[src/rtl/ffsa_pkg.sv]
// Shared constants and types for the first-fit space allocator.
`default_nettype none
package ffsa_pkg;
    localparam int MAX_SEG = 64;
    localparam int ID_BITS = 16;
    localparam int LEN_W   = 31;
    localparam int IDX_W   = $clog2(MAX_SEG);
    localparam int CNT_W   = $clog2(MAX_SEG + 1);

    localparam logic [LEN_W-1:0] SPACE_RESET = LEN_W'(1024);

    typedef enum logic [1:0] {
        CMD_INSERT  = 2'd0,
        CMD_REMOVE  = 2'd1,
        CMD_COMPACT = 2'd2,
        CMD_NOP     = 2'd3
    } t_cmd;

    typedef enum logic [1:0] {
        ST_OK       = 2'd0,
        ST_NOTFOUND = 2'd1,
        ST_FULL     = 2'd2,
        ST_OVERFLOW = 2'd3
    } t_status;

    typedef struct packed {
        logic               used;
        logic [ID_BITS-1:0] owner;
        logic [LEN_W-1:0]   len;
    } t_entry;

    localparam int ENTRY_W = $bits(t_entry);
endpackage
`default_nettype wire

[src/rtl/first_fit_space_allocator_top.sv]
// Segment-table sequencer: first-fit insert, remove with merge, compaction.
// Each table entry scanned, compacted or shifted takes a read state and then
//   a second state that uses the registered read data, plus fixed steps.
// Throughput: one command at a time; the table RAM's read is registered.
//   Result held in an output register.
// Reset (synchronous, active low) and any config write pass through S_INIT,
//   which writes the initial free segment before the next command is taken.
`default_nettype none
module first_fit_space_allocator_top
    import ffsa_pkg::*;
(
    input  wire logic             i_clk,
    input  wire logic             i_rst_n,
    input  wire logic             i_cfg_we,
    input  wire logic [LEN_W-1:0] i_cfg_data,
    input  wire logic             i_in_valid,
    output logic                  o_in_stall,
    input  wire logic [1:0]       i_cmd,
    input  wire logic [15:0]      i_file_id,
    input  wire logic [LEN_W-1:0] i_size_kb,
    output logic                  o_out_valid,
    input  wire logic             i_out_stall,
    output logic      [1:0]       o_status,
    output logic      [LEN_W-1:0] o_free_kb,
    output logic      [LEN_W-1:0] o_placed_at_kb,
    output logic                  o_space_full
);
    typedef enum logic [4:0] {
        S_INIT, S_IDLE, S_SCAN_RD, S_SCAN_EX, S_NEXT_RD, S_NEXT_EX,
        S_MERGE_A, S_MERGE_B, S_MERGE_W, S_SHL_RD, S_SHL_WR,
        S_CMP_RD, S_CMP_EX, S_CMP_TAIL, S_CARVE_CHK, S_SHR_RD, S_SHR_WR,
        S_CARVE_A, S_CARVE_B, S_DONE
    } t_state;

    t_state             r_state;
    t_cmd               r_cmd;
    logic [ID_BITS-1:0] r_id;
    logic [LEN_W-1:0]   r_size, r_acc, r_free, r_space, r_len, r_prev_len, r_nlen;
    logic [LEN_W-1:0]   r_placed;
    logic [CNT_W-1:0]   r_k, r_w, r_cnt, r_tgt;
    logic               r_exists, r_prev_free, r_nf, r_full;
    logic [1:0]         r_drop;
    t_status            r_status;

    logic               ram_we;
    logic [IDX_W-1:0]   ram_waddr, ram_raddr;
    t_entry             ram_wdata, rd;
    logic [ENTRY_W-1:0] ram_rdata;
    logic               accept;
    logic [CNT_W:0]     k_plus_d, tgt_plus1;

    assign rd         = t_entry'(ram_rdata);
    assign o_in_stall = (r_state != S_IDLE);
    assign accept     = i_in_valid && !o_in_stall;
    assign k_plus_d   = {1'b0, r_k} + (CNT_W+1)'(r_drop);
    assign tgt_plus1  = {1'b0, r_tgt} + (CNT_W+1)'(1);

    ffsa_ram #(.WIDTH(ENTRY_W), .DEPTH(MAX_SEG)) u_table (
        .i_clk   (i_clk),
        .i_we    (ram_we),
        .i_waddr (ram_waddr),
        .i_wdata (ram_wdata),
        .i_raddr (ram_raddr),
        .o_rdata (ram_rdata)
    );

    always_comb begin
        ram_raddr = r_k[IDX_W-1:0];
        ram_we    = 1'b0;
        ram_waddr = r_k[IDX_W-1:0];
        ram_wdata = rd;
        unique case (r_state)
            S_SHL_RD: ram_raddr = k_plus_d[IDX_W-1:0];
            S_SHR_RD: ram_raddr = IDX_W'(r_k - CNT_W'(1));
            S_INIT: begin
                ram_we    = (r_space != '0);
                ram_waddr = '0;
                ram_wdata = '{used: 1'b0, owner: '0, len: r_space};
            end
            S_MERGE_W: begin
                ram_we    = (r_len != '0);
                ram_waddr = r_tgt[IDX_W-1:0];
                ram_wdata = '{used: 1'b0, owner: '0, len: r_len};
            end
            S_SHL_WR, S_SHR_WR: ram_we = 1'b1;
            S_CMP_EX: begin
                ram_we    = rd.used;
                ram_waddr = r_w[IDX_W-1:0];
            end
            S_CMP_TAIL: begin
                ram_we    = (r_free != '0) && (r_w < CNT_W'(MAX_SEG));
                ram_waddr = r_w[IDX_W-1:0];
                ram_wdata = '{used: 1'b0, owner: '0, len: r_free};
            end
            S_CARVE_CHK: begin
                ram_we    = r_exists && (r_len == r_size);
                ram_waddr = r_tgt[IDX_W-1:0];
                ram_wdata = '{used: 1'b1, owner: r_id, len: r_size};
            end
            S_CARVE_A: begin
                ram_we    = r_exists;
                ram_waddr = tgt_plus1[IDX_W-1:0];
                ram_wdata = '{used: 1'b0, owner: '0, len: r_len - r_size};
            end
            S_CARVE_B: begin
                ram_we    = 1'b1;
                ram_waddr = r_tgt[IDX_W-1:0];
                ram_wdata = '{used: 1'b1, owner: r_id, len: r_size};
            end
            default: ;
        endcase
    end

    always_ff @(posedge i_clk) begin
        if (!i_rst_n) begin
            r_state     <= S_INIT;
            r_space     <= SPACE_RESET;
            r_full      <= 1'b0;
            r_cnt       <= '0;
            r_free      <= '0;
            o_out_valid <= 1'b0;
        end else begin
            // a result loaded in S_DONE this cycle takes over the valid bit
            if (o_out_valid && !i_out_stall && (i_cfg_we || r_state != S_DONE)) begin
                o_out_valid <= 1'b0;
            end
            if (i_cfg_we) begin
                r_space <= i_cfg_data;
                r_state <= S_INIT;
            end else begin
                unique case (r_state)
                    S_INIT: begin
                        r_cnt   <= (r_space != '0) ? CNT_W'(1) : '0;
                        r_free  <= r_space;
                        r_full  <= 1'b0;
                        r_state <= S_IDLE;
                    end
                    S_IDLE: begin
                        if (accept) begin
                            r_cmd       <= t_cmd'(i_cmd);
                            r_id        <= i_file_id[ID_BITS-1:0];
                            r_size      <= i_size_kb;
                            r_k         <= '0;
                            r_w         <= '0;
                            r_acc       <= '0;
                            r_prev_free <= 1'b0;
                            r_prev_len  <= '0;
                            r_placed    <= '0;
                            r_status    <= ST_OK;
                            if (r_full) begin
                                r_status <= ST_FULL;
                                r_state  <= S_DONE;
                            end else begin
                                unique case (t_cmd'(i_cmd))
                                    CMD_INSERT: begin
                                        if (i_size_kb > r_free) begin
                                            r_full   <= 1'b1;
                                            r_status <= ST_FULL;
                                            r_state  <= S_DONE;
                                        end else begin
                                            r_state <= S_SCAN_RD;
                                        end
                                    end
                                    CMD_REMOVE:  r_state <= S_SCAN_RD;
                                    CMD_COMPACT: r_state <= S_CMP_RD;
                                    default:     r_state <= S_DONE;
                                endcase
                            end
                        end
                    end
                    S_SCAN_RD: begin
                        if (r_k == r_cnt) begin
                            if (r_cmd == CMD_INSERT) begin
                                r_k     <= '0;
                                r_acc   <= '0;
                                r_state <= S_CMP_RD;
                            end else begin
                                r_status <= ST_NOTFOUND;
                                r_state  <= S_DONE;
                            end
                        end else begin
                            r_state <= S_SCAN_EX;
                        end
                    end
                    S_SCAN_EX: begin
                        if (r_cmd == CMD_INSERT) begin
                            if (!rd.used && rd.len >= r_size) begin
                                r_tgt    <= r_k;
                                r_exists <= 1'b1;
                                r_len    <= rd.len;
                                r_placed <= r_acc;
                                r_state  <= S_CARVE_CHK;
                            end else begin
                                r_acc   <= r_acc + rd.len;
                                r_k     <= r_k + CNT_W'(1);
                                r_state <= S_SCAN_RD;
                            end
                        end else if (rd.used && rd.owner == r_id) begin
                            r_tgt <= r_k;
                            r_len <= rd.len;
                            r_nf  <= 1'b0;
                            r_k   <= r_k + CNT_W'(1);
                            // only look at the right neighbor when it exists
                            r_state <= ((r_k + CNT_W'(1)) < r_cnt) ? S_NEXT_RD : S_MERGE_A;
                        end else begin
                            r_prev_free <= !rd.used;
                            r_prev_len  <= rd.len;
                            r_k         <= r_k + CNT_W'(1);
                            r_state     <= S_SCAN_RD;
                        end
                    end
                    S_NEXT_RD: r_state <= S_NEXT_EX;
                    S_NEXT_EX: begin
                        r_nf    <= !rd.used;
                        r_nlen  <= rd.len;
                        r_state <= S_MERGE_A;
                    end
                    S_MERGE_A: begin
                        r_free  <= r_free + r_len;
                        r_len   <= r_len + (r_nf ? r_nlen : '0);
                        r_state <= S_MERGE_B;
                    end
                    S_MERGE_B: begin
                        r_len   <= r_len + (r_prev_free ? r_prev_len : '0);
                        r_tgt   <= r_prev_free ? r_tgt - CNT_W'(1) : r_tgt;
                        r_drop  <= {1'b0, r_nf} + {1'b0, r_prev_free};
                        r_state <= S_MERGE_W;
                    end
                    S_MERGE_W: begin
                        if (r_len != '0) begin
                            r_k     <= tgt_plus1[CNT_W-1:0];
                            r_state <= (r_drop != '0) ? S_SHL_RD : S_DONE;
                        end else begin
                            // zero-length freed segment with no neighbor: drop it
                            r_k     <= r_tgt;
                            r_drop  <= 2'd1;
                            r_state <= S_SHL_RD;
                        end
                    end
                    S_SHL_RD: begin
                        if (k_plus_d >= {1'b0, r_cnt}) begin
                            r_cnt   <= r_cnt - CNT_W'(r_drop);
                            r_state <= S_DONE;
                        end else begin
                            r_state <= S_SHL_WR;
                        end
                    end
                    S_SHL_WR: begin
                        r_k     <= r_k + CNT_W'(1);
                        r_state <= S_SHL_RD;
                    end
                    S_CMP_RD: r_state <= (r_k == r_cnt) ? S_CMP_TAIL : S_CMP_EX;
                    S_CMP_EX: begin
                        if (rd.used) begin
                            r_w   <= r_w + CNT_W'(1);
                            r_acc <= r_acc + rd.len;
                        end
                        r_k     <= r_k + CNT_W'(1);
                        r_state <= S_CMP_RD;
                    end
                    S_CMP_TAIL: begin
                        r_tgt    <= r_w;
                        r_placed <= (r_cmd == CMD_INSERT) ? r_acc : '0;
                        r_len    <= r_free;
                        if ((r_free != '0) && (r_w < CNT_W'(MAX_SEG))) begin
                            r_cnt    <= r_w + CNT_W'(1);
                            r_exists <= 1'b1;
                        end else begin
                            r_cnt    <= r_w;
                            r_exists <= 1'b0;
                        end
                        r_state <= (r_cmd == CMD_INSERT) ? S_CARVE_CHK : S_DONE;
                    end
                    S_CARVE_CHK: begin
                        if (r_exists && r_len == r_size) begin
                            r_free  <= r_free - r_size;
                            r_state <= S_DONE;
                        end else if (r_cnt >= CNT_W'(MAX_SEG)) begin
                            r_status <= ST_OVERFLOW;
                            r_placed <= '0;
                            r_state  <= S_DONE;
                        end else begin
                            r_k     <= r_cnt;
                            r_state <= S_SHR_RD;
                        end
                    end
                    S_SHR_RD: begin
                        r_state <= ({1'b0, r_k} > tgt_plus1) ? S_SHR_WR : S_CARVE_A;
                    end
                    S_SHR_WR: begin
                        r_k     <= r_k - CNT_W'(1);
                        r_state <= S_SHR_RD;
                    end
                    S_CARVE_A: r_state <= S_CARVE_B;
                    S_CARVE_B: begin
                        r_cnt   <= r_cnt + CNT_W'(1);
                        r_free  <= r_free - r_size;
                        r_state <= S_DONE;
                    end
                    S_DONE: begin
                        if (!o_out_valid || !i_out_stall) begin
                            o_out_valid    <= 1'b1;
                            o_status       <= r_status;
                            o_free_kb      <= r_free;
                            o_placed_at_kb <= r_placed;
                            o_space_full   <= r_full;
                            r_state        <= S_IDLE;
                        end
                    end
                    default: r_state <= S_INIT;
                endcase
            end
        end
    end

    a_cnt_bound: assert property (@(posedge i_clk) disable iff (!i_rst_n)
        r_cnt <= CNT_W'(MAX_SEG))
        else $error("segment count above table depth");

    // free total is loaded from a new space size in S_INIT, so that state is excluded
    a_free_bound: assert property (@(posedge i_clk) disable iff (!i_rst_n)
        (r_state != S_INIT) |-> (r_free <= r_space))
        else $error("free total exceeds managed space");

    a_full_ignores: assert property (@(posedge i_clk) disable iff (!i_rst_n)
        (accept && r_full && !i_cfg_we) |=> (r_state == S_DONE && r_status == ST_FULL))
        else $error("command not ignored while full");

    a_no_out_overwrite: assert property (@(posedge i_clk) disable iff (!i_rst_n)
        (r_state == S_DONE && o_out_valid && i_out_stall && !i_cfg_we)
            |=> (r_state == S_DONE))
        else $error("result dropped while output stalled");
endmodule
`default_nettype wire

[src/rtl/ffsa_ram.sv]
// Generic simple dual-port RAM, one write port, one registered read port.
`default_nettype none
module ffsa_ram #(
    parameter int WIDTH = 8,
    parameter int DEPTH = 16
) (
    input  wire logic                     i_clk,
    input  wire logic                     i_we,
    input  wire logic [$clog2(DEPTH)-1:0] i_waddr,
    input  wire logic [WIDTH-1:0]         i_wdata,
    input  wire logic [$clog2(DEPTH)-1:0] i_raddr,
    output logic      [WIDTH-1:0]         o_rdata
);
    logic [WIDTH-1:0] r_mem [DEPTH];

    always_ff @(posedge i_clk) begin
        if (i_we) begin
            r_mem[i_waddr] <= i_wdata;
        end
        o_rdata <= r_mem[i_raddr];
    end
endmodule
`default_nettype wire

[config.mk]
export PLATFORM = sky130hd
export DESIGN_NAME = first_fit_space_allocator_top
export DESIGN_NICKNAME = d
export VERILOG_FILES = /design/src/rtl/ffsa_pkg.sv /design/src/rtl/first_fit_space_allocator_top.sv /design/src/rtl/ffsa_ram.sv
export SDC_FILE = /design/constraint.sdc
export NUM_CORES = 2
export LEC_CHECK = 0
export ABC_CLOCK_PERIOD_IN_PS = 12200
export CAP_MARGIN = 25
export CORE_UTILIZATION = 65
export CTS_BUF_LIST = sky130_fd_sc_hd__clkbuf_2
export CTS_CLUSTER_DIAMETER = 80
export CTS_CLUSTER_SIZE = 12
export DETAILED_ROUTE_END_ITERATION = 6
export DONT_BUFFER_PORTS = 1
export PLACE_DENSITY_LB_ADDON = 0.3
export SYNTH_ARGS = -nofsm -noshare
export SYNTH_HDL_FRONTEND = slang
export SYNTH_SLANG_ARGS = --single-unit
export TNS_END_PERCENT = 30
[constraint.sdc]
create_clock -name i_clk -period 12.2 [get_ports i_clk]
set_input_delay 1.22 -clock i_clk [delete_from_list [all_inputs] [get_ports i_clk]]
set_output_delay 1.22 -clock i_clk [all_outputs]
set_load 0.05 [all_outputs]
==> metrics.txt <==
PwrDens=131.8 nW/µm²; max-capacitance violation count=0; chip width=roughly 470 µm; post-CTS setup buffers=0; largest net degree at the start of global routing=157; port buffer count=0; Post-Layout Cell Count=about 11000; adder-cell share of the synthesized area=0.01996; Worst setup EP type=flop; slowest CP cell=o21ai_0; Worst Path Arrival=7.84 ns; drt wl/cell=35.93 µm; Hold WC Path Type=input port to flop; Inst Count DP=10530; chip height=~470 µm; post-DP HPWL=242.0 mm; antenna-violating nets left=0; CTS tree=yes; DR vias/cell=7.257; CP dominant cell by count=buf_4; most frequent cells in the layout=edfxtp_1 (3369), mux4_2 (736), clkbuf_2 (518), nand2_1 (436), nor2_1 (260); initial core utilization=0.6573; Comb power frac=0.083; Post-Synth XOR/XNOR Area=0.01240; FP Rows=~170; Max stage delay on crit path=0.88 ns; Critical Path RT=13.78 ns; vias in the first global route=between 70000 and 80000; share of layout cells above drive strength 1=0.2024; sequential power share=0.678; met2 WL=186.0 mm; WL met3=between 50 and 60 mm; Final nets=8512; peak supply drop=between 0.0001 and 0.00015 V; Num CTS Buffers=344; CP Launch Type=flop; Post-CTS Hold Buffers=172; initial DRC count=12282; Int Power=15.27 mW; post-route met1 wirelength=approximately 140 mm; WHS=approximately 0.11 ns; sw frac=0.2436; Post-Syn Area=143300 µm²; FF+latch count, synth=between 3000 and 4000; asr flop ratio synth=0; Setup TNS=0 ns; Synth Instances=~8000; Max Clock Freq=roughly 160 MHz; H-tree Lvls=5; commonest non-fill, non-tap cell in the layout=edfxtp_1; final setup violation count=0; Hold Vio Cnt, Final=0; RePlAce Congestion=0.9638; clock latency on the worst-skew pair=between 2 and 2.5 ns; Tot GR Track Use=0.3654; sw power=4.916 mW; Routed WL=404.8 mm; Die Area=222300 µm²; cts repair resizes=0; register area share after synthesis=0.7233; Core Box Area=218000 µm²; Worst-path clk slew=0.25 ns; Slew Viols, Final=0; critical path class=flop to flop; first-pass GRT wire length=571.3 mm; Cell Chain, Critical Path=buf_4 > nor2_1 > nand2_1 > o21ai_0 > a21oi_4 > buf_4 > nand2_1 > o21ai_0 > nand3b_1 > nor2_4 > buf_4; post-synthesis mux area share=0.1287; Synth Flop Type=edfxtp_1; synthesized net count=8151; Top Layer Used=met5; drt drc=0; Pre-Repair DR Iteration Count=6; Clk network pwr share=0.239; DP Worst Slack=5.805 ns; outcome=finished clean; Netlist cell types=87; area added between synthesis and finish=6.850%; Longest Clk Path Bufs=4; worst setup margin=5.939 ns; final period utilization=0.5132; initial antenna violation count=21; clk sinks=3493; Static Leak=about 50 nW; Post-synth EDFFs=roughly 3400; Rel. slew slack=0.1250; worst slew pin tran=1.313 ns; RSZ-0062 raised after global routing=no; Synth warnings=0; synthesized area per cell=18.28 µm²; Final Skew=0.2617 ns; Synth Area in Compound Gates=0.05476; Synth Area in Simple Gates=0.04532; vias=81762; Final min period=around 6.3 ns; main combinational cell family by area after synthesis=multiplexers; grt ovf=0; CTS root buffer=clkbuf_2; # IOs=152; critical path peak fanout=45
## stage by stage
step             util  total power [mW]  instance area, µm²
2_1_floorplan       -             14.81              143300
3_3_place_gp   0.6795             15.43              148200
3_5_place_dp   0.6805             15.51              148400
4_1_cts        0.7014             20.15              152900
5_1_grt        0.7021             20.69              153100
6_report       0.7023             20.18              153100
## flip-flops by register name (all words and copies together), names as in the netlist, 16 cells and up
register	count
u_table.r_mem	3072
u_table.o_rdata	48
o_free_kb	31
o_placed_at_kb	31
r_acc	31
r_free	31
r_len	31
r_nlen	31
r_placed	31
r_prev_len	31
r_size	31
r_space	31
r_id	16
## power by group through the flow
stage	clock, mW	combinational, mW	sequential (mW)
6_report	4.83	1.67	13.7
5_1_grt	5.26	1.74	13.7
4_1_cts	4.85	1.63	13.7
3_5_place_dp	0	1.57	13.9
3_3_place_gp	0	1.50	13.9
2_1_floorplan	0	0.883	13.9
## cells in the mapped netlist, types with 90 or more instances
master	n	area [µm²]
nand3_1	150	750.7
buf_2	128	640.6
o21ai_0	153	765.7
edfxtp_1	3369	101200
nor2_1	336	1261
ha_1	219	2740
dfxtp_1	124	2482
nand2_1	438	1644
mux2i_1	168	1682
xnor2_1	109	954.7
a22oi_1	213	1599
clkbuf_1	217	814.5
a21oi_1	181	905.9
a21o_1	101	758.2
mux4_2	736	16580
a32oi_1	90	788.3
inv_1	118	442.9
xor2_1	92	805.8
## area by class of cell
| class | instances | area, µm² |
|---|---|---|
| fillers | 13192 | 64910 |
| multi-input cells | 3817 | 38560 |
| inverters | 118 | 442.9 |
| clock inverters | 15 | 211.5 |
| flip-flops and latches | 3493 | 103700 |
| well taps | 2854 | 3571 |
| clock buffers | 518 | 2592 |
| repair buffers | 428 | 4024 |
| diodes | 23 | 57.56 |
## cells by family (layout without fill, tap and decap cells)
kind of cell    count (synthesis)  count (layout)
other cells                     0              23
compound gates               1122            1122
flops                        3493            3493
xor+xnor                      202             202
mux                           920             920
buf+inv                       531            1079
simple gates                 1348            1348
fa+ha+maj                     225             225
## per-layer routing
metal	global-route usage	up-vias
met5	0	-
met4	0.2149	12
met3	0.08255	1163
met2	0.5552	6380
met1	0.4918	41509
li1	-	32698
## path summary, 6_finish.rpt
check,cells past startpoint,from,to,slack [ns]
worst max-delay path,11,r_state[3]$_SDFFE_PN0P_,u_table.r_mem[9][46]$_DFFE_PP_,5.94
worst min-delay path,2,i_in_valid,r_prev_free$_SDFFCE_PN0P_,0.11
worst max register to register,11,r_state[3]$_SDFFE_PN0P_,u_table.r_mem[9][46]$_DFFE_PP_,5.94
worst min register to register,0,r_placed[10]$_DFFE_PP_,o_placed_at_kb[10]$_DFFE_PP_,0.44
## worst max-delay path: cells and delay by family (launching register included)
| family | cells | cell delay, ns |
|---|---|---|
| buf+inv | 3 | 1.92 |
| compound gates | 3 | 1.21 |
| flops | 1 | 0.38 |
| simple gates | 5 | 2.37 |
(Power assumes the default switching activity.)
